==> src/rtl/core/jnlr_pkg.sv <==
`timescale 1ns / 1ps
// ----------------------------------------------------------------------------
// jnlr_pkg: shared types and constants for the non-finite literal rewriter
// Pattern and replacement text, window sizing, and the command/status
// structs that join the controller and the datapath.
// ----------------------------------------------------------------------------
package jnlr_pkg;

  localparam int WIN_DEPTH = 10;
  localparam int FILL_W    = 4;
  localparam int REP_CNT_W = 5;
  localparam int NUM_PAT   = 4;
  localparam int MAX_PLEN  = 9;

  localparam logic [7:0] CH_QUOTE  = 8'h22;
  localparam logic [7:0] CH_BSLASH = 8'h5c;

  // Patterns in match priority order
  typedef enum logic [1:0] {
    PAT_NEG_INF,
    PAT_POS_INF,
    PAT_NAN_UP,
    PAT_NAN_LO
  } pat_t;

  localparam logic [8*9-1:0]  PAT_NEG_TXT = "-Infinity";
  localparam logic [8*8-1:0]  PAT_POS_TXT = "Infinity";
  localparam logic [8*3-1:0]  PAT_NUP_TXT = "NaN";
  localparam logic [8*3-1:0]  PAT_NLO_TXT = "nan";

  localparam logic [8*24-1:0] REP_NEG_TXT = "-1.7976931348623157e+308";
  localparam logic [8*23-1:0] REP_POS_TXT = "1.7976931348623157e+308";
  localparam logic [8*4-1:0]  REP_NUL_TXT = "null";

  localparam logic [FILL_W-1:0] PLEN_NEG = 4'd9;
  localparam logic [FILL_W-1:0] PLEN_POS = 4'd8;
  localparam logic [FILL_W-1:0] PLEN_NAN = 4'd3;

  localparam logic [REP_CNT_W-1:0] RLEN_NEG = 5'd24;
  localparam logic [REP_CNT_W-1:0] RLEN_POS = 5'd23;
  localparam logic [REP_CNT_W-1:0] RLEN_NUL = 5'd4;

  // Controller to datapath
  typedef struct packed {
    logic head_go;   // resolve the window head and emit its first byte
    logic rep_go;    // emit the next replacement byte
    logic append;    // write the accepted input beat into the window
    logic at_end;    // flushing: end of text counts as a border
  } cmd_t;

  // Datapath to controller
  typedef struct packed {
    logic full;
    logic fill_zero;
    logic fill_one;
    logic head_rep;  // head starts a replaceable word
    logic rep_final; // current replacement byte is the last one
    logic emit_ok;   // output register can take a byte
  } sts_t;

  function automatic logic is_alnum(input logic [7:0] c);
    return (c >= 8'h30 && c <= 8'h39) || (c >= 8'h41 && c <= 8'h5a) ||
           (c >= 8'h61 && c <= 8'h7a);
  endfunction

  function automatic logic [FILL_W-1:0] pat_len(input pat_t p);
    logic [FILL_W-1:0] len;
    unique case (p)
      PAT_NEG_INF: len = PLEN_NEG;
      PAT_POS_INF: len = PLEN_POS;
      default:     len = PLEN_NAN;
    endcase
    return len;
  endfunction

  function automatic logic [REP_CNT_W-1:0] rep_len(input pat_t p);
    logic [REP_CNT_W-1:0] len;
    unique case (p)
      PAT_NEG_INF: len = RLEN_NEG;
      PAT_POS_INF: len = RLEN_POS;
      default:     len = RLEN_NUL;
    endcase
    return len;
  endfunction

  // Character k of pattern p; zero past the end
  function automatic logic [7:0] pat_char(input pat_t p, input int k);
    logic [7:0] c;
    c = 8'h00;
    unique case (p)
      PAT_NEG_INF: if (k < 9) c = PAT_NEG_TXT[8*(8-k) +: 8];
      PAT_POS_INF: if (k < 8) c = PAT_POS_TXT[8*(7-k) +: 8];
      PAT_NAN_UP:  if (k < 3) c = PAT_NUP_TXT[8*(2-k) +: 8];
      default:     if (k < 3) c = PAT_NLO_TXT[8*(2-k) +: 8];
    endcase
    return c;
  endfunction

  // Character k of the replacement for pattern p; zero past the end
  function automatic logic [7:0] rep_char(input pat_t p, input logic [REP_CNT_W-1:0] k);
    logic [7:0] c;
    int         ki;
    ki = int'(k);
    c  = 8'h00;
    unique case (p)
      PAT_NEG_INF: if (ki < 24) c = REP_NEG_TXT[8*(23-ki) +: 8];
      PAT_POS_INF: if (ki < 23) c = REP_POS_TXT[8*(22-ki) +: 8];
      default:     if (ki < 4)  c = REP_NUL_TXT[8*(3-ki) +: 8];
    endcase
    return c;
  endfunction

endpackage

==> src/rtl/core/jnlr_in_if.sv <==
`timescale 1ns / 1ps
// ----------------------------------------------------------------------------
// jnlr_in_if: raw JSON byte stream channel
// One text byte per beat with a last-byte flag, valid/ready handshake.
// ----------------------------------------------------------------------------
interface jnlr_in_if;
  logic       valid;
  logic       ready;
  logic [7:0] in_byte;
  logic       in_last;

  modport source (output valid, output in_byte, output in_last, input ready);
  modport sink   (input valid, input in_byte, input in_last, output ready);
endinterface

==> src/rtl/core/jnlr_out_if.sv <==
`timescale 1ns / 1ps
// ----------------------------------------------------------------------------
// jnlr_out_if: rewritten JSON byte stream channel
// One output byte per beat with a last-byte flag, valid/ready handshake.
// ----------------------------------------------------------------------------
interface jnlr_out_if;
  logic       valid;
  logic       ready;
  logic [7:0] out_byte;
  logic       out_last;

  modport source (output valid, output out_byte, output out_last, input ready);
  modport sink   (input valid, input out_byte, input out_last, output ready);
endinterface

==> src/rtl/core/jnlr_datapath.sv <==
`timescale 1ns / 1ps
// ----------------------------------------------------------------------------
// jnlr_datapath: lookahead window, scanner flags and output register
// Holds the ten-byte window, matches the four patterns at its head,
// shifts the window and drives the output beat under controller command.
// ----------------------------------------------------------------------------
module jnlr_datapath import jnlr_pkg::*; (
  input  logic       clk,
  input  logic       rst_n,
  input  cmd_t       cmd,
  output sts_t       sts,
  input  logic [7:0] in_byte,
  output logic       out_valid,
  output logic [7:0] out_byte,
  output logic       out_last,
  input  logic       out_ready
);

  logic [7:0]           win_r   [WIN_DEPTH];
  logic [7:0]           win_nxt [WIN_DEPTH];
  logic [FILL_W-1:0]    fill_r, fill_nxt;
  logic                 instr_r, instr_nxt;
  logic                 esc_r, esc_nxt;
  logic                 prev_r, prev_nxt;
  pat_t                 rep_pat_r, rep_pat_nxt;
  logic [REP_CNT_W-1:0] rep_cnt_r, rep_cnt_nxt;
  logic                 ovalid_r, ovalid_nxt;
  logic [7:0]           obyte_r, obyte_nxt;
  logic                 olast_r, olast_nxt;

  logic [NUM_PAT-1:0]   pat_hit;
  logic                 hit;
  pat_t                 hit_pat;
  logic [FILL_W-1:0]    hit_len;
  logic                 head_rep;
  logic                 rep_final;
  logic                 emit_ok;
  logic [FILL_W-1:0]    drop;
  logic [FILL_W-1:0]    fill_mid;
  logic                 emit;
  logic                 text_end;
  logic [7:0]           head;

  assign head      = win_r[0];
  assign emit_ok   = !ovalid_r || out_ready;
  assign rep_final = (rep_cnt_r == rep_len(rep_pat_r) - 5'd1);

  // Pattern match at the window head, each pattern at fixed offsets
  always_comb begin
    logic             eq;
    logic [FILL_W-1:0] len;
    for (int pi = 0; pi < NUM_PAT; pi++) begin
      len = pat_len(pat_t'(2'(pi)));
      eq  = (fill_r >= len) && !prev_r;
      for (int k = 0; k < MAX_PLEN; k++) begin
        if (k < int'(len) && win_r[k] != pat_char(pat_t'(2'(pi)), k)) eq = 1'b0;
      end
      if (fill_r > len) eq = eq && !is_alnum(win_r[len]);
      else              eq = eq && cmd.at_end;
      pat_hit[pi] = eq;
    end
  end

  // First pattern in priority order wins
  always_comb begin
    hit     = 1'b0;
    hit_pat = PAT_NEG_INF;
    for (int pi = NUM_PAT - 1; pi >= 0; pi--) begin
      if (pat_hit[pi]) begin
        hit     = 1'b1;
        hit_pat = pat_t'(2'(pi));
      end
    end
  end

  assign hit_len  = pat_len(hit_pat);
  assign head_rep = !instr_r && hit;

  // How many bytes leave the window this cycle
  always_comb begin
    drop = '0;
    if (cmd.head_go) drop = head_rep ? hit_len : 4'd1;
  end

  assign fill_mid = fill_r - drop;
  assign fill_nxt = fill_mid + {{(FILL_W-1){1'b0}}, cmd.append};

  // Window shift by the consumed length, then append at the new tail
  always_comb begin
    for (int i = 0; i < WIN_DEPTH; i++) win_nxt[i] = win_r[i];
    case (drop)
      4'd1: for (int i = 0; i + 1 < WIN_DEPTH; i++) win_nxt[i] = win_r[i + 1];
      PLEN_NAN: for (int i = 0; i + 3 < WIN_DEPTH; i++) win_nxt[i] = win_r[i + 3];
      PLEN_POS: for (int i = 0; i + 8 < WIN_DEPTH; i++) win_nxt[i] = win_r[i + 8];
      PLEN_NEG: for (int i = 0; i + 9 < WIN_DEPTH; i++) win_nxt[i] = win_r[i + 9];
      default: ;
    endcase
    for (int i = 0; i < WIN_DEPTH; i++) begin
      if (cmd.append && fill_mid == FILL_W'(i)) win_nxt[i] = in_byte;
    end
  end

  // Output beat selection; last byte of a flushed text carries out_last
  assign emit     = cmd.head_go || cmd.rep_go;
  assign text_end = cmd.at_end &&
                    ((cmd.head_go && !head_rep && fill_r == 4'd1) ||
                     (cmd.rep_go && rep_final && fill_r == '0));

  always_comb begin
    ovalid_nxt = ovalid_r;
    obyte_nxt  = obyte_r;
    olast_nxt  = olast_r;
    if (emit) begin
      ovalid_nxt = 1'b1;
      olast_nxt  = text_end;
      if (cmd.rep_go)    obyte_nxt = rep_char(rep_pat_r, rep_cnt_r);
      else if (head_rep) obyte_nxt = rep_char(hit_pat, '0);
      else               obyte_nxt = head;
    end else if (out_ready) begin
      ovalid_nxt = 1'b0;
    end
  end

  // String, escape and border flags
  always_comb begin
    instr_nxt   = instr_r;
    esc_nxt     = esc_r;
    prev_nxt    = prev_r;
    rep_pat_nxt = rep_pat_r;
    rep_cnt_nxt = rep_cnt_r;
    if (cmd.head_go) begin
      if (instr_r) begin
        if (esc_r)                  esc_nxt   = 1'b0;
        else if (head == CH_BSLASH) esc_nxt   = 1'b1;
        else if (head == CH_QUOTE)  instr_nxt = 1'b0;
        prev_nxt = is_alnum(head);
      end else if (head_rep) begin
        prev_nxt    = is_alnum(pat_char(hit_pat, int'(hit_len) - 1));
        rep_pat_nxt = hit_pat;
        rep_cnt_nxt = 5'd1;
      end else begin
        if (head == CH_QUOTE) instr_nxt = 1'b1;
        prev_nxt = is_alnum(head);
      end
    end
    if (cmd.rep_go) rep_cnt_nxt = rep_cnt_r + 5'd1;
    // next text starts fresh
    if (text_end) begin
      instr_nxt = 1'b0;
      esc_nxt   = 1'b0;
      prev_nxt  = 1'b0;
    end
  end

  always_ff @(posedge clk) begin
    if (!rst_n) begin
      fill_r   <= '0;
      instr_r  <= 1'b0;
      esc_r    <= 1'b0;
      prev_r   <= 1'b0;
      ovalid_r <= 1'b0;
    end else begin
      fill_r   <= fill_nxt;
      instr_r  <= instr_nxt;
      esc_r    <= esc_nxt;
      prev_r   <= prev_nxt;
      ovalid_r <= ovalid_nxt;
    end
  end

  always_ff @(posedge clk) begin
    for (int i = 0; i < WIN_DEPTH; i++) win_r[i] <= win_nxt[i];
    rep_pat_r <= rep_pat_nxt;
    rep_cnt_r <= rep_cnt_nxt;
    obyte_r   <= obyte_nxt;
    olast_r   <= olast_nxt;
  end

  assign sts.full      = (fill_r == FILL_W'(WIN_DEPTH));
  assign sts.fill_zero = (fill_r == '0);
  assign sts.fill_one  = (fill_r == 4'd1);
  assign sts.head_rep  = head_rep;
  assign sts.rep_final = rep_final;
  assign sts.emit_ok   = emit_ok;

  assign out_valid = ovalid_r;
  assign out_byte  = obyte_r;
  assign out_last  = olast_r;

endmodule

==> src/rtl/core/jnlr_ctrl.sv <==
`timescale 1ns / 1ps
// ----------------------------------------------------------------------------
// jnlr_ctrl: sequencing controller for the literal rewriter
// Decides when the window head is resolved, steps replacement text out
// and runs the end-of-text flush; owns the input ready.
// ----------------------------------------------------------------------------
module jnlr_ctrl import jnlr_pkg::*; (
  input  logic clk,
  input  logic rst_n,
  input  logic in_valid,
  input  logic in_last,
  output logic in_ready,
  input  sts_t sts,
  output cmd_t cmd
);

  typedef enum logic [1:0] {
    S_RUN,
    S_REP,
    S_FLUSH,
    S_FLUSH_REP
  } state_t;

  state_t state_r, state_nxt;
  logic   accept;

  always_comb begin
    cmd         = '0;
    in_ready    = 1'b0;
    state_nxt   = state_r;
    cmd.at_end  = (state_r == S_FLUSH) || (state_r == S_FLUSH_REP);
    unique case (state_r)
      // Streaming: resolve the head once the window is full, take input
      // in the same cycle when the head leaves as a single byte
      S_RUN: begin
        cmd.head_go = sts.full && sts.emit_ok;
        in_ready    = !sts.full || (sts.emit_ok && !sts.head_rep);
        if (cmd.head_go && sts.head_rep)  state_nxt = S_REP;
        else if (in_valid && in_ready && in_last) state_nxt = S_FLUSH;
      end
      S_REP: begin
        cmd.rep_go = sts.emit_ok;
        if (cmd.rep_go && sts.rep_final) state_nxt = S_RUN;
      end
      // Drain the window with end of text as a border
      S_FLUSH: begin
        cmd.head_go = sts.emit_ok && !sts.fill_zero;
        if (sts.fill_zero)                     state_nxt = S_RUN;
        else if (cmd.head_go && sts.head_rep)  state_nxt = S_FLUSH_REP;
        else if (cmd.head_go && sts.fill_one)  state_nxt = S_RUN;
      end
      S_FLUSH_REP: begin
        cmd.rep_go = sts.emit_ok;
        if (cmd.rep_go && sts.rep_final) state_nxt = sts.fill_zero ? S_RUN : S_FLUSH;
      end
      default: state_nxt = S_RUN;
    endcase
    accept     = in_valid && in_ready;
    cmd.append = accept;
  end

  always_ff @(posedge clk) begin
    if (!rst_n) state_r <= S_RUN;
    else        state_r <= state_nxt;
  end

endmodule

==> src/rtl/core/json_nonfinite_literal_rewriter.sv <==
`timescale 1ns / 1ps
// ----------------------------------------------------------------------------
// json_nonfinite_literal_rewriter: JSON non-finite literal rewriter
// Input channel in_if carries one JSON text byte per beat with in_last on
// the final byte. Output channel out_if carries the rewritten text, one byte
// per beat, out_last on its final byte. Outside strings the words -Infinity,
// Infinity, NaN and nan become -1.7976931348623157e+308,
// 1.7976931348623157e+308, null and null when bordered by non-alphanumerics.
//
// Bytes pass through a ten-byte lookahead window: a byte is resolved once
// nine more bytes have arrived behind it, and its output beat is then
// registered in the output register; in_last drains the window instead.
// Steady state is one byte per cycle while the receiver takes each beat
// and no word is replaced. A replaced word holds input while its
// replacement bytes (24, 23 or 4) step out of the single output register.
// The flush emits the window's rest, at most 25 output bytes, input held.
// When the receiver stalls, the output register holds its beat and input
// stalls as soon as the window is full. Reset empties the window, clears the
// string and border state, and drops any pending output beat.
// ----------------------------------------------------------------------------
module json_nonfinite_literal_rewriter import jnlr_pkg::*; (
  input  logic        clk,
  input  logic        rst_n,
  jnlr_in_if.sink     in_if,
  jnlr_out_if.source  out_if
);

  cmd_t cmd;
  sts_t sts;

  jnlr_ctrl u_ctrl (
    .clk      (clk),
    .rst_n    (rst_n),
    .in_valid (in_if.valid),
    .in_last  (in_if.in_last),
    .in_ready (in_if.ready),
    .sts      (sts),
    .cmd      (cmd)
  );

  jnlr_datapath u_datapath (
    .clk       (clk),
    .rst_n     (rst_n),
    .cmd       (cmd),
    .sts       (sts),
    .in_byte   (in_if.in_byte),
    .out_valid (out_if.valid),
    .out_byte  (out_if.out_byte),
    .out_last  (out_if.out_last),
    .out_ready (out_if.ready)
  );

endmodule
==> src/flat_wrapper.sv <==
// flat-port wrapper written by rule: the top's interface ports become plain ports
module json_nonfinite_literal_rewriter_flat import jnlr_pkg::*;
  (clk, rst_n, in_if_valid, in_if_in_byte, in_if_in_last, in_if_ready, out_if_valid, out_if_out_byte, out_if_out_last, out_if_ready);
  jnlr_in_if in_if_i ();
  jnlr_out_if out_if_i ();
  input  logic clk;
  input  logic rst_n;
  input wire logic [$bits(in_if_i.valid)-1:0] in_if_valid;
  input wire logic [$bits(in_if_i.in_byte)-1:0] in_if_in_byte;
  input wire logic [$bits(in_if_i.in_last)-1:0] in_if_in_last;
  output wire logic [$bits(in_if_i.ready)-1:0] in_if_ready;
  output wire logic [$bits(out_if_i.valid)-1:0] out_if_valid;
  output wire logic [$bits(out_if_i.out_byte)-1:0] out_if_out_byte;
  output wire logic [$bits(out_if_i.out_last)-1:0] out_if_out_last;
  input wire logic [$bits(out_if_i.ready)-1:0] out_if_ready;
  assign in_if_i.valid = in_if_valid;
  assign in_if_i.in_byte = in_if_in_byte;
  assign in_if_i.in_last = in_if_in_last;
  assign in_if_ready = in_if_i.ready;
  assign out_if_valid = out_if_i.valid;
  assign out_if_out_byte = out_if_i.out_byte;
  assign out_if_out_last = out_if_i.out_last;
  assign out_if_i.ready = out_if_ready;
  json_nonfinite_literal_rewriter u_core (.clk(clk), .rst_n(rst_n), .in_if(in_if_i), .out_if(out_if_i));
endmodule
==> config.mk <==
export PLATFORM = sky130hd
export DESIGN_NAME = json_nonfinite_literal_rewriter_flat
export DESIGN_NICKNAME = d
export VERILOG_FILES = /design/src/rtl/core/jnlr_pkg.sv /design/src/rtl/core/jnlr_in_if.sv /design/src/rtl/core/jnlr_out_if.sv /design/src/rtl/core/jnlr_datapath.sv /design/src/rtl/core/jnlr_ctrl.sv /design/src/rtl/core/json_nonfinite_literal_rewriter.sv /design/src/flat_wrapper.sv
export SDC_FILE = /design/constraint.sdc
export NUM_CORES = 1
export LEC_CHECK = 0
export BUFFER_PORTS_ARGS = -buffer_cell sky130_fd_sc_hd__buf_2
export CORE_AREA = 2 2 174 176
export DETAILED_ROUTE_END_ITERATION = 10
export DIE_AREA = 0 0 176 178
export PLACE_DENSITY = 0.47
export SLEW_MARGIN = 10
export SYNTH_ARGS = -nofsm -noshare
export SYNTH_HDL_FRONTEND = slang
export SYNTH_SLANG_ARGS = --single-unit
==> constraint.sdc <==
create_clock -name clk -period 7.75 [get_ports clk]
set_input_delay 1.9375 -clock clk [delete_from_list [all_inputs] [get_ports clk]]
set_output_delay 1.9375 -clock clk [all_outputs]
set_load 0.03 [all_outputs]
==> impl_summary.md, run 1 <==
Pwr
In this run the static leakage power is 2.61 nW. Power spread over the standard cell area amounts to 201 mW/mm2. The share of total power dissipated in combinational logic is 0.206.

The net switching power figure is 531 uW. Internal power comes to 1.08 mW. The largest vdd supply drop is approximately 0.12 mV.

The clock network fraction of total power is 0.290. The net switching fraction of the power is 0.329. The part of the total power dissipated in sequential elements is 0.503.

Layout
The finished cells cover 0.00800 mm2. The core occupancy in the finished layout is 0.272. The fraction of final layout cells with drive strength greater than 1 is 0.167. The final net count is slightly above 700. The number of antenna diodes is 0. The layout filler cell count is 3113. The area added between synthesis and finish is 10.6%.

Synthesis
The proportion of netlist area held by the largest area contributor is 0.399. The instance count of the mapped netlist is 672. The net count of the mapped netlist is 698.

The cell taking the most area after synthesis is sky130_fd_sc_hd__edfxtp_1. In this run, synthesis produced a sequential element count of 106. For this run, asynchronously set or reset flops after synthesis account for 0. Counting instances in the post-synthesis netlist gives the leading cell types as 96 x sky130_fd_sc_hd__edfxtp_1, 55 x sky130_fd_sc_hd__nand2_1, 41 x sky130_fd_sc_hd__mux2_2. The number of warning messages in the yosys log is 0. Among all flip-flop cells after synthesis, the most frequent one is sky130_fd_sc_hd__edfxtp_1. In this run the cell area of the synthesized design comes to 0.00723 mm2. The cell with the most instances after synthesis is sky130_fd_sc_hd__edfxtp_1. Counting distinct cell types in the post-synthesis netlist gives between 70 and 80. The count of flip-flops with a built-in enable after synthesis is 96. The share of the Yosys chip area taken by registers is 0.426. By area the synthesized netlist is led by sky130_fd_sc_hd__edfxtp_1 40%, sky130_fd_sc_hd__mux2_2 6.4%, sky130_fd_sc_hd__mux2i_1 5.3%.

The per-instance average area after synthesis is about 11 um2.

Die
In this run the horizontal extent of the chip is 176 um. The floorplan has 63 rows. The I/O pin count is 24. The floorplan die height is about 180 um. In this run the standard cell core region covers 0.0294 mm2.

The initial utilization of the core area, before any placement, comes to 0.246. The die covers 0.0313 mm2.

Worst setup path
For the worst flop-to-flop path, the logic depth is 11. For flop-to-flop paths, the worst setup slack is 1930 ps. Data arrives at the worst endpoint at 6030 ps.

The startpoint of the worst register-to-register path is u_core.u_datapath.win_r[1][4]$_DFFE_PP_. The worst reg2reg path endpoint is u_core.u_datapath.win_r[1][2]$_DFFE_PP_. The path type of the worst setup path is input port to flop. The endpoint required time on the critical path is 7810 ps.

Of all nets on the critical path, the largest fanout is 11. The worst setup path is launched from an input port. The worst setup path is captured at a flop. The critical path startpoint is out_if_ready.

Routing
The number of remaining DRC errors is 0. The routed wire length is 23100 um. The number of optimization iterations in the first detailed-route pass is 5.

The post-route antenna net violation count is 0. The mean routed wirelength per cell is 21.5 um. The count of vias placed by the detailed router is 5526.

The detailed router finished its first iteration with between 400 and 500 violations. Dividing the detail-routed via count by the number of cells gives 5.15.

Clock tree
The clock-pin slew reported for the worst setup and hold paths after clock tree synthesis is approximately 80 ps. The number of buffers added to fix hold violations after cts is 0. The clock tree synthesis step divided the H-tree into 3 levels. TritonCTS built the clock tree. The quantity of gates resized following cts is 0.

The tree built by TritonCTS fans out to 106 sinks. The source-to-sink clock delay at the later pin of the worst-skew pair is 370 ps. In this run the deepest clock path goes through 2 buffers. The number of setup buffers added after CTS is 0. The clock root buffer is sky130_fd_sc_hd__clkbuf_16. Buffers inserted during clock tree synthesis total 9.

Global route
The number of global-route vias before repair is 5532. Across every metal layer, demand over resource in global routing totals 0.150. The first global-routing pass estimated 35100 um of wire. The number of antenna violations at the first check in global routing is 1. After global routing the overflow that remains totals 0. The pin count of the biggest net entering global routing is 42.

Timing
After routing, the total negative slack on setup checks comes to 0 ps. The number of hold violations in the final report is 0. Dividing the final minimum period by the clock period gives 0.771. At the pin with the least slew margin, the transition time is 1160 ps. Setup violations remaining at the end of the flow were counted as 0. Setup repair after global routing left no endpoint under its margin. The maximum operating frequency is ~170 MHz.

Across the routed clock network, the largest skew measured is 14.4 ps. Measured against its own limit, the worst slew margin works out to 0.223. The number of pins with negative max-slew slack in the final report is 0. The worst path meets setup with between 1500 and 2000 ps of slack.

The routed design could run at a clock period as short as 5970 ps.

Placement
The routability congestion estimate is 0.872. The placed wire-length estimate is 17700 um. The pre-CTS worst setup slack is about 1500 ps. The count of buffers inserted at the top-level ports is 23. The placed instances occupy a cell area of 0.00770 mm2.

Status
The run finished with clean final reports.

Job
The number of maximum-capacitance constraint violations is 0.

Hold path
The beginning of the worst hold path is u_core.u_datapath.esc_r$_SDFFE_PP0P_. Counting instances, the worst hold path has a depth of 2. The worst hold path terminates at u_core.u_datapath.esc_r$_SDFFE_PP0P_. The tightest min-delay check is of the flop to flop type.
## flip-flops by register name, summed over array words and instances, names as in the netlist
| signal | count |
|---|---|
| u_core.u_datapath.instr_r | 1 |
| u_core.u_datapath.fill_r | 4 |
| u_core.u_datapath.win_r | 80 |
| u_core.u_datapath.rep_pat_r | 2 |
| u_core.u_datapath.out_last | 1 |
| u_core.u_ctrl.state_r | 2 |
| u_core.u_datapath.esc_r | 1 |
| u_core.u_datapath.prev_r | 1 |
| u_core.u_datapath.out_valid | 1 |
| u_core.u_datapath.out_byte | 8 |
| u_core.u_datapath.rep_cnt_r | 5 |
## area by class of cell
type	count	area, um2	share of cell area
clock buffers	9	225	0.0282
clock inverters	7	70.1	0.00876
inverters	25	93.8	0.0117
multi-input cells	511	3900	0.488
flip-flops and latches	106	3080	0.385
well taps	390	488	0.0610
repair buffers	26	138	0.0172
## worst max path at each step
| stage | to | cells after the start |
|---|---|---|
| 2_1_floorplan | u_core.u_datapath.win_r[9][0]$_DFFE_PP_ | 11 |
| 3_3_place_gp | u_core.u_datapath.win_r[1][2]$_DFFE_PP_ | 12 |
| 3_5_place_dp | u_core.u_datapath.win_r[1][1]$_DFFE_PP_ | 12 |
| 4_1_cts | u_core.u_datapath.win_r[1][2]$_DFFE_PP_ | 12 |
| 5_1_grt | u_core.u_datapath.win_r[1][1]$_DFFE_PP_ | 12 |
| 6_report | u_core.u_datapath.win_r[1][2]$_DFFE_PP_ | 12 |
## cells in the final DEF, fill, tap and decap left out, types with 5 or more instances in the layout
master and instances:
sky130_fd_sc_hd__a211oi_1 6, sky130_fd_sc_hd__a21oi_1 30, sky130_fd_sc_hd__a221oi_1 6, sky130_fd_sc_hd__a31oi_1 6
sky130_fd_sc_hd__and2_1 7, sky130_fd_sc_hd__and4_1 6, sky130_fd_sc_hd__buf_2 23, sky130_fd_sc_hd__clkbuf_16 9
sky130_fd_sc_hd__dfxtp_1 10, sky130_fd_sc_hd__edfxtp_1 96, sky130_fd_sc_hd__ha_1 12, sky130_fd_sc_hd__inv_1 22
sky130_fd_sc_hd__mux2_1 30, sky130_fd_sc_hd__mux2_2 41, sky130_fd_sc_hd__mux2_4 6, sky130_fd_sc_hd__mux2i_1 38
sky130_fd_sc_hd__nand2_1 55, sky130_fd_sc_hd__nand2b_1 18, sky130_fd_sc_hd__nand3_1 11, sky130_fd_sc_hd__nand4_1 6
sky130_fd_sc_hd__nand4b_1 7, sky130_fd_sc_hd__nand4bb_1 6, sky130_fd_sc_hd__nor2_1 36, sky130_fd_sc_hd__nor3_1 17
sky130_fd_sc_hd__nor4_1 10, sky130_fd_sc_hd__nor4_2 5, sky130_fd_sc_hd__o21ai_0 32, sky130_fd_sc_hd__or2_2 5
sky130_fd_sc_hd__or3_1 10, sky130_fd_sc_hd__or4_1 6, sky130_fd_sc_hd__xnor2_1 12
## stage by stage
stage	total power [mW]	cells	hold WS, ps
2_1_floorplan	1.03	672	440
6_report	1.61	1074	479
5_1_grt	1.68	1074	521
4_1_cts	1.62	1074	479
3_3_place_gp	1.15	1058	464
3_5_place_dp	1.15	1058	469
## metal layers
layer  global-route usage  part of all wire
met1                0.196              0.46
met2                0.248              0.46
met3               0.0286             0.051
met4               0.0510             0.029
met5                    0                 0
## worst max-delay path, stage by stage
cell and delay, ps:
sky130_fd_sc_hd__buf_2 100, sky130_fd_sc_hd__nor2b_1 340, sky130_fd_sc_hd__nor2_1 140, sky130_fd_sc_hd__nand3_1 210, sky130_fd_sc_hd__nor2_1 110, sky130_fd_sc_hd__nand2b_1 200
sky130_fd_sc_hd__ha_1 270, sky130_fd_sc_hd__a211oi_1 300, sky130_fd_sc_hd__xnor2_1 130, sky130_fd_sc_hd__xnor2_1 900, sky130_fd_sc_hd__nor4b_2 1000, sky130_fd_sc_hd__or3b_2 410
## kinds of logic after synthesis
group / after synthesis / share of synthesized area
AOI/OAI and AO/OA: 130 / 0.121
muxes: 115 / 0.176
adders and majority gates: 13 / 0.0235
and+or+nand+nor: 238 / 0.199
xor gates and xnor gates: 15 / 0.0182
buffers and inverters: 55 / 0.0358
DFF: 106 / 0.426
## power by group through the flow
stage / Sequential, mW / Combinational [mW] / Clock [mW]
floorplan: 0.771 / 0.260 / 0
global placement: 0.822 / 0.329 / 0
detailed placement: 0.822 / 0.332 / 0
CTS: 0.809 / 0.334 / 0.473
global route: 0.818 / 0.367 / 0.496
finish: 0.811 / 0.332 / 0.467
No activity file was read; power rests on OpenSTA's default activity.
==> run 2, diff against run 1 <==
--- a/config.mk
+++ b/config.mk
@@ -5,10 +5,11 @@
 export SDC_FILE = /design/constraint.sdc
 export NUM_CORES = 1
 export LEC_CHECK = 0
+export ABC_AREA = 1
 export BUFFER_PORTS_ARGS = -buffer_cell sky130_fd_sc_hd__buf_2
-export CORE_AREA = 2 2 174 176
+export CORE_AREA = 2 2 184 186
 export DETAILED_ROUTE_END_ITERATION = 10
-export DIE_AREA = 0 0 176 178
+export DIE_AREA = 0 0 186 188
 export PLACE_DENSITY = 0.47
 export SLEW_MARGIN = 10
 export SYNTH_ARGS = -nofsm -noshare
==> constraint.sdc (replaced) <==
create_clock -name clk -period 5.5 [get_ports clk]
set_input_delay 1.375 -clock clk [delete_from_list [all_inputs] [get_ports clk]]
set_output_delay 1.375 -clock clk [all_outputs]
set_load 0.03 [all_outputs]
==> impl_summary.md, run 2 <==
Layout
The multi-input gate area in the final layout is 0.00434 mm2 (was 0.00390 mm2). The final net count is 1245 (was 705). The area added between synthesis and finish is 11.3% (was 10.6%). Commonest cells after routing, fill and taps aside: 302 x sky130_fd_sc_hd__nand2_1, 182 x sky130_fd_sc_hd__nor2_1, 148 x sky130_fd_sc_hd__inv_1, 128 x sky130_fd_sc_hd__nand3_1, 96 x sky130_fd_sc_hd__edfxtp_1 (was 96 x sky130_fd_sc_hd__edfxtp_1, 55 x sky130_fd_sc_hd__nand2_1, 41 x sky130_fd_sc_hd__mux2_2, 38 x sky130_fd_sc_hd__mux2i_1, 36 x sky130_fd_sc_hd__nor2_1). The register ranked first by flip-flop count is u_core.u_datapath.win_r (unchanged).

The layout filler cell count came to 3716 (was 3113). The number of antenna diodes is 0 (unchanged). The total area of sequential cells was 0.00308 mm2 (unchanged). The most common cell after layout, fill and taps aside was sky130_fd_sc_hd__nand2_1 (was sky130_fd_sc_hd__edfxtp_1).

The fraction of final layout cells with drive strength greater than 1 is 0.0744 (was 0.167). The number of flip-flops in the largest register is 80 (unchanged).

Global route
The global-route wire length before repair is 47400 um (was 35100 um). The total routing resource utilization after global routing was 0.183 (was 0.150). The number of antenna violations at the first check in global routing is 0 (was 1). The total grt overflow came to 0 (unchanged).

The number of global-route vias before repair is 7831 (was 5532). The pin count of the biggest net entering global routing came to 65 (was 42).

Job
The number of maximum-capacitance constraint violations is 0 (unchanged).

Worst setup path
The worst reg2reg path endpoint is u_core.u_datapath.win_r[1][2]$_DFFE_PP_ (unchanged). The delay contributed by the slowest stage of the critical path came to 500 ps (was 1000 ps). The arrival time reported for the critical path endpoint is 4580 ps (was 6030 ps). Among the stages of the critical path, the cell type that occurs most often is sky130_fd_sc_hd__nand2_1. The setup slack of the most critical reg-to-reg path is 920 ps (was 1930 ps).

The critical path startpoint is u_core.u_datapath.win_r[7][2]$_DFFE_PP_ (was out_if_ready). The type of element capturing the critical path was a flop (unchanged). The highest-delay cell along the critical path was sky130_fd_sc_hd__edfxtp_1 (was sky130_fd_sc_hd__nor4b_2).

The endpoint required time on the critical path is 5500 ps (was 7810 ps). Worst path cell trace: inv_1 > nand2_1 > nor2_1 > nand2_1 > nor2_1 > nand2_1 > nor2_1 > nand3_2 > nand2_2 > nand2_2 > inv_1 > nand2_1 > nand2_1 > inv_1 > ha_1 > o21ai_0 > xor2_1 > inv_1 > nand4_1 > nand3_2 > nor2_2 > nand2_2 > o211ai_1 (was buf_2 > nor2b_1 > nor2_1 > nand3_1 > nor2_1 > nand2b_1 > ha_1 > a211oi_1 > xnor2_1 > xnor2_1 > nor4b_2 > or3b_2). The endpoint of the most critical setup path is u_core.u_datapath.win_r[1][2]$_DFFE_PP_ (unchanged).

The path type of the worst setup path is flop to flop (was input port to flop). The number of cells on the worst reg-to-reg path is 23 (was 11). The type of element launching the critical path is a flop (was input port). The startpoint of the worst register-to-register path was u_core.u_datapath.win_r[7][2]$_DFFE_PP_ (was u_core.u_datapath.win_r[1][4]$_DFFE_PP_). The highest fanout seen on the critical path is 9 (was 11).

Synthesis
The net count of the mapped netlist is 1226 (was 698). Ranking of synthesized cells by instance count: 302 x sky130_fd_sc_hd__nand2_1, 182 x sky130_fd_sc_hd__nor2_1, 148 x sky130_fd_sc_hd__inv_1 (was 96 x sky130_fd_sc_hd__edfxtp_1, 55 x sky130_fd_sc_hd__nand2_1, 41 x sky130_fd_sc_hd__mux2_2). The per-instance average area after synthesis is 6.80 um2 (was 10.8 um2).

Largest cells by area after synthesis: sky130_fd_sc_hd__edfxtp_1 35%, sky130_fd_sc_hd__nand2_1 14%, sky130_fd_sc_hd__nor2_1 8.4% (was sky130_fd_sc_hd__edfxtp_1 40%, sky130_fd_sc_hd__mux2_2 6.4%, sky130_fd_sc_hd__mux2i_1 5.3%). The cell with the most instances after synthesis is sky130_fd_sc_hd__nand2_1 (was sky130_fd_sc_hd__edfxtp_1). The leading register cell type out of synthesis is sky130_fd_sc_hd__edfxtp_1 (unchanged). The count of flip-flops with a built-in enable after synthesis is 96 (unchanged). The share of flip-flops with an asynchronous set or reset is 0 (unchanged).

The cell taking the most area after synthesis was sky130_fd_sc_hd__edfxtp_1 (unchanged). The proportion of netlist area held by the largest area contributor is 0.353 (was 0.399). The post-synthesis sequential area ratio came to 0.378 (was 0.426). The number of warning messages in the yosys log is 0 (unchanged).

The number of storage elements in the synthesis netlist is 106 (unchanged). The instance count of the mapped netlist is 1200 (was 672). The area of the mapped netlist was 0.00817 mm2 (was 0.00723 mm2). The count of different cell masters after synthesis is 48 (was 79).

Timing
The final-report setup violation count was 0 (unchanged). The worst-margin pin slew came to 793 ps (was 1160 ps). The max-slew headroom at the worst pin is 0.469 (was 0.223). The setup TNS is 0 ps (unchanged). The final clock period utilization by the worst path is 0.833.

The worst-case clock skew is 15.1 ps (was 14.4 ps). Setup repair after global routing missed its margin: false (unchanged). The maximum operating frequency is 218 MHz. The number of pins with negative max-slew slack in the final report is 0 (unchanged). The worst-case setup margin in the final layout is 917 ps (was 1780 ps). The smallest clock period supported by the final layout is computed as between 4000 and 5000 ps. The number of hold violations in the final report is 0 (unchanged).

Routing
The number of remaining DRC errors is 0 (unchanged). The post-route antenna net violation count was 0 (unchanged). The routed wire length is 31800 um (was 23100 um). The mean routed wirelength per cell came to 19.0 um (was 21.5 um). The average vias per placed instance is 5.05 (was 5.15). The count of vias placed by the detailed router is 8436 (was 5526). The initial DRC count is 880 (was 471).

The number of optimization iterations in the first detailed-route pass was 5 (unchanged).

Clock tree
The clock root buffer was sky130_fd_sc_hd__clkbuf_16 (unchanged). The quantity of gates resized following cts is 0 (unchanged). The clock net sink count was 106 (unchanged). The total number of H-tree levels is 3 (unchanged). The source-to-sink clock delay at the later pin of the worst-skew pair is 370 ps (about the same).

The CTS tree is yes (unchanged). The clock-pin slew reported for the worst setup and hold paths after clock tree synthesis is 70 ps (was 80 ps). The number of buffers created by CTS is 9 (unchanged).

The clock tree buffer depth was 2 (unchanged). The post-CTS repair timing setup buffer count is 0 (unchanged). The number of buffers added to fix hold violations after cts is 0 (unchanged).

Pwr
The total leakage power is 3.81 nW (was 2.61 nW). The largest vdd supply drop is 0.167 mV (was 0.120 mV). The power per cell area was 397 mW/mm2 (was 201 mW/mm2).

Status
Outcome: finished clean (unchanged).

Die
The floorplan die height is 188 um (was 178 um). The initial cell density of the core is 0.247 (was 0.246). The placeable core region is 0.0331 mm2 (was 0.0294 mm2).

The floorplan die area came to 0.0350 mm2 (was 0.0313 mm2). The die width is 186 um (was 176 um). The I/O pin count was 24 (unchanged). The number of rows in the core area is 67 (was 63).

Placement
The routability congestion estimate is 0.957 (was 0.872). The count of buffers inserted at the top-level ports came to 23 (unchanged). The pre-CTS worst setup slack is 601 ps (was 1480 ps). The placed wire-length estimate is 25300 um (was 17700 um).

Hold path
The worst min-delay path category is flop to flop (unchanged).
==> run 2: layout make-up <==
| type | instances | area share |
|---|---|---|
| clock buffer | 9 | 0.0248 |
| multi-input combinational | 909 | 0.478 |
| timing repair buffer | 37 | 0.0242 |
| inverter | 156 | 0.0644 |
| clock inverter | 6 | 0.00785 |
| tap | 448 | 0.0617 |
| sequential | 106 | 0.339 |
==> run 2: report_power, final <==
part	internal (mW)	total (mW)	leakage (nW)	switching [mW]
Clock	0.358	0.690	0.146	0.332
Combinational	0.378	1.44	2.69	1.07
Sequential	1.20	1.47	0.970	0.267
Total	1.94	3.60	3.81	1.67
==> run 2: metal layers <==
layer	up-vias	GRT usage	wire length, um
met5	-	0	0
met4	0	0.0630	915
met3	59	0.0313	2290
met2	362	0.285	14400
met1	3956	0.255	14200
li1	4059	-	-
==> run 2: worst min-delay path by stage <==
stage,end,start,depth (start not counted)
after global routing,u_core.u_datapath.instr_r$_SDFFE_PP0P_,u_core.u_datapath.instr_r$_SDFFE_PP0P_,2
after CTS,u_core.u_datapath.instr_r$_SDFFE_PP0P_,u_core.u_datapath.instr_r$_SDFFE_PP0P_,2
after floorplan,u_core.u_datapath.esc_r$_SDFFE_PP0P_,u_core.u_datapath.esc_r$_SDFFE_PP0P_,2
final,u_core.u_datapath.instr_r$_SDFFE_PP0P_,u_core.u_datapath.instr_r$_SDFFE_PP0P_,2
after detailed placement,u_core.u_datapath.instr_r$_SDFFE_PP0P_,u_core.u_datapath.instr_r$_SDFFE_PP0P_,2
after global placement,u_core.u_datapath.esc_r$_SDFFE_PP0P_,u_core.u_datapath.esc_r$_SDFFE_PP0P_,2
==> run 2: cells by family (layout without fill, tap and decap cells) <==
group | count (synthesis) | count (layout) | share of synthesized area
flip-flops | 106 | 106 | 0.378
AND/OR/NAND/NOR | 732 | 732 | 0.399
XOR/XNOR | 5 | 5 | 0.00536
adder cells (fa/ha/maj) | 13 | 13 | 0.0208
buffers and inverters | 185 | 208 | 0.0907
AO/OA/AOI/OAI | 159 | 159 | 0.106
==> run 2: metrics by stage <==
stage | utilization | instances | area (um2) | total power [mW] | hold WS, ps
after CTS | 0.274 | 1671 | 9090 | 3.60 | 498
after global routing | 0.274 | 1671 | 9090 | 3.83 | 509
after global placement | 0.265 | 1656 | 8790 | 2.91 | 478
after floorplan | - | 1200 | 8170 | 2.34 | 459
final | 0.274 | 1671 | 9090 | 3.60 | 498
after detailed placement | 0.265 | 1656 | 8790 | 2.90 | 488
==> run 2: critical path: cells and delay by family (launching register included) <==
| kind | cells | cell delay, ps |
|---|---|---|
| adder cells (fa/ha/maj) | 1 | 200 |
| AO/OA/AOI/OAI | 2 | 660 |
| buffers and inverters | 4 | 360 |
| flip-flops | 1 | 500 |
| AND/OR/NAND/NOR | 15 | 2250 |
| XOR/XNOR | 1 | 240 |
==> run 3, diff against run 2 <==
==> constraint.sdc (replaced) <==
create_clock -name clk -period 4.4 [get_ports clk]
set_input_delay 1.1 -clock clk [delete_from_list [all_inputs] [get_ports clk]]
set_output_delay 1.1 -clock clk [all_outputs]
set_load 0.03 [all_outputs]
==> impl_summary.md, run 3 (synthesized netlist as in run 2, its figures left out) <==
Status
Outcome: finished clean (unchanged).

Global route
The number of global-route vias before repair came to 7901 (was 7831). The total routing resource utilization after global routing is 0.188 (was 0.183). The global-route wire length before repair is 49100 um (was 47400 um). The total grt overflow is 0 (unchanged). The pin count of the biggest net entering global routing was 65 (unchanged). The number of antenna violations at the first check in global routing is 0 (unchanged).

Job
The number of maximum-capacitance constraint violations is 0 (unchanged).

Die
The initial cell density of the core is 0.247 (unchanged). The placeable core region is 0.0331 mm2 (unchanged). The floorplan die height was 188 um (unchanged). The floorplan die area is 0.0350 mm2 (unchanged). The number of rows in the core area is 67 (unchanged).

The I/O pin count is 24 (unchanged). The die width is 186 um (unchanged).

Hold path
The worst min-delay path category is flop to flop (unchanged). The hold-critical path endpoint was u_core.u_datapath.instr_r$_SDFFE_PP0P_ (unchanged). The beginning of the worst hold path was u_core.u_datapath.instr_r$_SDFFE_PP0P_ (unchanged).

The number of cells on the worst hold path is 2 (unchanged).

Layout
The most common cell after layout, fill and taps aside was sky130_fd_sc_hd__nand2_1 (unchanged). The register ranked first by flip-flop count is u_core.u_datapath.win_r (unchanged). The area added between synthesis and finish is 13.5% (was 11.3%). The number of antenna diodes is 0 (unchanged). The number of flip-flops in the largest register is 80 (unchanged). Commonest cells after routing, fill and taps aside: 297 x sky130_fd_sc_hd__nand2_1, 179 x sky130_fd_sc_hd__nor2_1, 148 x sky130_fd_sc_hd__inv_1, 127 x sky130_fd_sc_hd__nand3_1, 96 x sky130_fd_sc_hd__edfxtp_1 (was 302 x sky130_fd_sc_hd__nand2_1, 182 x sky130_fd_sc_hd__nor2_1, 148 x sky130_fd_sc_hd__inv_1, 128 x sky130_fd_sc_hd__nand3_1, 96 x sky130_fd_sc_hd__edfxtp_1). The final net count came to 1269 (was 1245). The post-route cell area came to 0.00927 mm2 (was 0.00909 mm2). The layout filler cell count came to 3676 (was 3716). The fraction of final layout cells with drive strength greater than 1 is 0.100 (was 0.0744).

Clock tree
The total number of H-tree levels is 3 (unchanged). The clock root buffer was sky130_fd_sc_hd__clkbuf_16 (unchanged). The CTS tree was yes (unchanged). The source-to-sink clock delay at the later pin of the worst-skew pair came to 370 ps (about the same).

The clock tree buffer depth is 2 (unchanged). The clock-pin slew reported for the worst setup and hold paths after clock tree synthesis was 80 ps (was 70 ps). The clock net sink count is 106 (unchanged). The number of buffers created by CTS was 9 (unchanged). The number of buffers added to fix hold violations after cts is 0 (unchanged).

Timing
The setup TNS is 0 ps (unchanged). The worst-margin pin slew is 718 ps (was 793 ps). Setup repair after global routing missed its margin: false (unchanged). The final-report setup violation count is 0 (unchanged). The maximum operating frequency was 239 MHz (was 218 MHz). The max-slew headroom at the worst pin is 0.520 (was 0.469). The final clock period utilization by the worst path is 0.952 (was 0.833). The shortest clock period the worst path allows after layout is 4190 ps (was 4580 ps). The number of pins with negative max-slew slack in the final report came to 0 (unchanged). The worst hold margin is 492 ps (was 498 ps). The number of hold violations in the final report is 0 (unchanged). The worst-case clock skew is 16.7 ps (was 15.1 ps).

Worst setup path
The setup slack of the most critical reg-to-reg path is 210 ps (was 920 ps). The number of cells on the worst reg-to-reg path came to 24 (was 23). The endpoint required time on the critical path is 4490 ps (was 5500 ps).

Worst path cell trace: inv_1 > nand3_1 > inv_1 > nand2_1 > nor2_1 > nand2_1 > nor2_1 > nand3_1 > nand2_2 > nand2_2 > inv_1 > nand2_1 > nand2_1 > inv_1 > ha_1 > fa_1 > xor2_1 > inv_1 > nand3_2 > nor2_1 > nand2_2 > buf_4 > nand2_1 > o21ai_1 (was inv_1 > nand2_1 > nor2_1 > nand2_1 > nor2_1 > nand2_1 > nor2_1 > nand3_2 > nand2_2 > nand2_2 > inv_1 > nand2_1 > nand2_1 > inv_1 > ha_1 > o21ai_0 > xor2_1 > inv_1 > nand4_1 > nand3_2 > nor2_2 > nand2_2 > o211ai_1). The startpoint of the worst register-to-register path is u_core.u_datapath.win_r[6][1]$_DFFE_PP_ (was u_core.u_datapath.win_r[7][2]$_DFFE_PP_). The highest-delay cell along the critical path is sky130_fd_sc_hd__edfxtp_1 (unchanged). The path type of the worst setup path is flop to flop (unchanged). The arrival time reported for the critical path endpoint was 4280 ps (was 4580 ps). The type of element launching the critical path is a flop (unchanged).

The delay contributed by the slowest stage of the critical path is 470 ps (was 500 ps). The type of element capturing the critical path was a flop (unchanged). The highest fanout seen on the critical path came to 15 (was 9).

The worst reg2reg path endpoint was u_core.u_datapath.win_r[2][4]$_DFFE_PP_ (was u_core.u_datapath.win_r[1][2]$_DFFE_PP_).

Placement
The total cell area at the placement stage is 0.00897 mm2 (was 0.00879 mm2). The routability congestion estimate is 0.990 (was 0.957). The placed wire-length estimate was 26000 um (was 25300 um).

The count of buffers inserted at the top-level ports is 23 (unchanged).

Routing
The mean routed wirelength per cell is 19.3 um (was 19.0 um). The number of optimization iterations in the first detailed-route pass was 6 (was 5). The routed wire length came to 32700 um (was 31800 um). The number of remaining DRC errors is 0 (unchanged). The count of vias placed by the detailed router is 8614 (was 8436). The post-route antenna net violation count came to 0 (unchanged). The average vias per placed instance is 5.08 (was 5.05). The initial DRC count is 946 (was 880).

Pwr
The power per cell area was 492 mW/mm2 (was 397 mW/mm2). The net switching fraction of the power was 0.460 (was 0.462). The total leakage power was 3.91 nW (was 3.81 nW). The fraction of power consumed by combinational cells is 0.432 (was 0.401). The overall power consumption is 4.56 mW (was 3.60 mW). The internal power summed over all cells was 2.46 mW (was 1.94 mW).

The net switching power figure was 2.10 mW (was 1.67 mW). The clock network fraction of total power was 0.171 (was 0.191). The largest vdd supply drop is 0.236 mV (was 0.167 mV). The part of the total power dissipated in sequential elements is 0.397 (was 0.408).
run 3: changes by cell type in the layout (fill, tap and decap cells not counted), sizes merged:
cell / before / now
buf: 37 / 61
clkinv: 7 / 8
clkinvlp: 0 / 2
inv: 154 / 152
bufinv: 1 / 0
clkbuf: 9 / 10
run 3: routing by layer:
metal  track usage  wire length, um  vias to the layer above
met3        0.0346             2640                       55
li1              -                -                     4091
met4        0.0651              991                        0
met5             0                0                        -
met1         0.261            14300                     4028
met2         0.294            14800                      440
run 3: final cells by class:
cell class / instances / area [um2] / area share
Tap cell: 448 / 561 / 0.0605
Sequential cell: 106 / 3080 / 0.333
Inverter: 156 / 586 / 0.0632
Clock inverter: 6 / 42.5 / 0.00459
Multi-Input combinational cell: 909 / 4370 / 0.471
Clock buffer: 10 / 229 / 0.0247
Timing Repair Buffer: 61 / 400 / 0.0432
run 3: power groups by stage:
stage / logic [mW] / clock network (mW) / registers, mW
floorplan: 1.20 / 0 / 1.72
global placement: 1.94 / 0 / 1.82
detailed placement: 1.92 / 0 / 1.83
CTS: 1.93 / 0.800 / 1.80
global route: 2.18 / 0.837 / 1.84
finish: 1.97 / 0.780 / 1.81
run 3: repair_timing:
item / CTS / global route
buffers inserted: 0 / 0
endpoints found under the hold margin: 0 / 0
gates resized for setup: 0 / 10
setup endpoints to repair: 0 / 97
run 3: worst max path at each step:
| stage | start | endpoint | slack [ps] |
|---|---|---|---|
| 2_1_floorplan | out_if_ready | u_core.u_datapath.win_r[9][0]$_DFFE_PP_ | 10 |
| 3_3_place_gp | out_if_ready | u_core.u_datapath.win_r[2][5]$_DFFE_PP_ | 190 |
| 3_5_place_dp | out_if_ready | u_core.u_datapath.win_r[3][2]$_DFFE_PP_ | 160 |
| 4_1_cts | u_core.u_datapath.win_r[0][6]$_DFFE_PP_ | u_core.u_datapath.win_r[3][3]$_DFFE_PP_ | 220 |
| 5_1_grt | u_core.u_datapath.win_r[6][1]$_DFFE_PP_ | u_core.u_datapath.win_r[1][3]$_DFFE_PP_ | 4 |
| 6_report | u_core.u_datapath.win_r[6][1]$_DFFE_PP_ | u_core.u_datapath.win_r[2][4]$_DFFE_PP_ | 210 |
run 3: worst max-delay path: cells and delay by family (launching register included):
family / cells / cell delay [ps]
AND/OR/NAND/NOR: 14 / 1810
buffers and inverters: 6 / 750
adder cells (fa/ha/maj): 2 / 590
flip-flops: 1 / 470
XOR/XNOR: 1 / 200
AO/OA/AOI/OAI: 1 / 70
run 3: through the flow:
step	setup slack (ps)	util	instances
2_1_floorplan	11.9	-	1200
3_3_place_gp	186	0.271	1680
3_5_place_dp	162	0.271	1680
4_1_cts	217	0.279	1696
5_1_grt	3.94	0.280	1696
6_report	212	0.280	1696
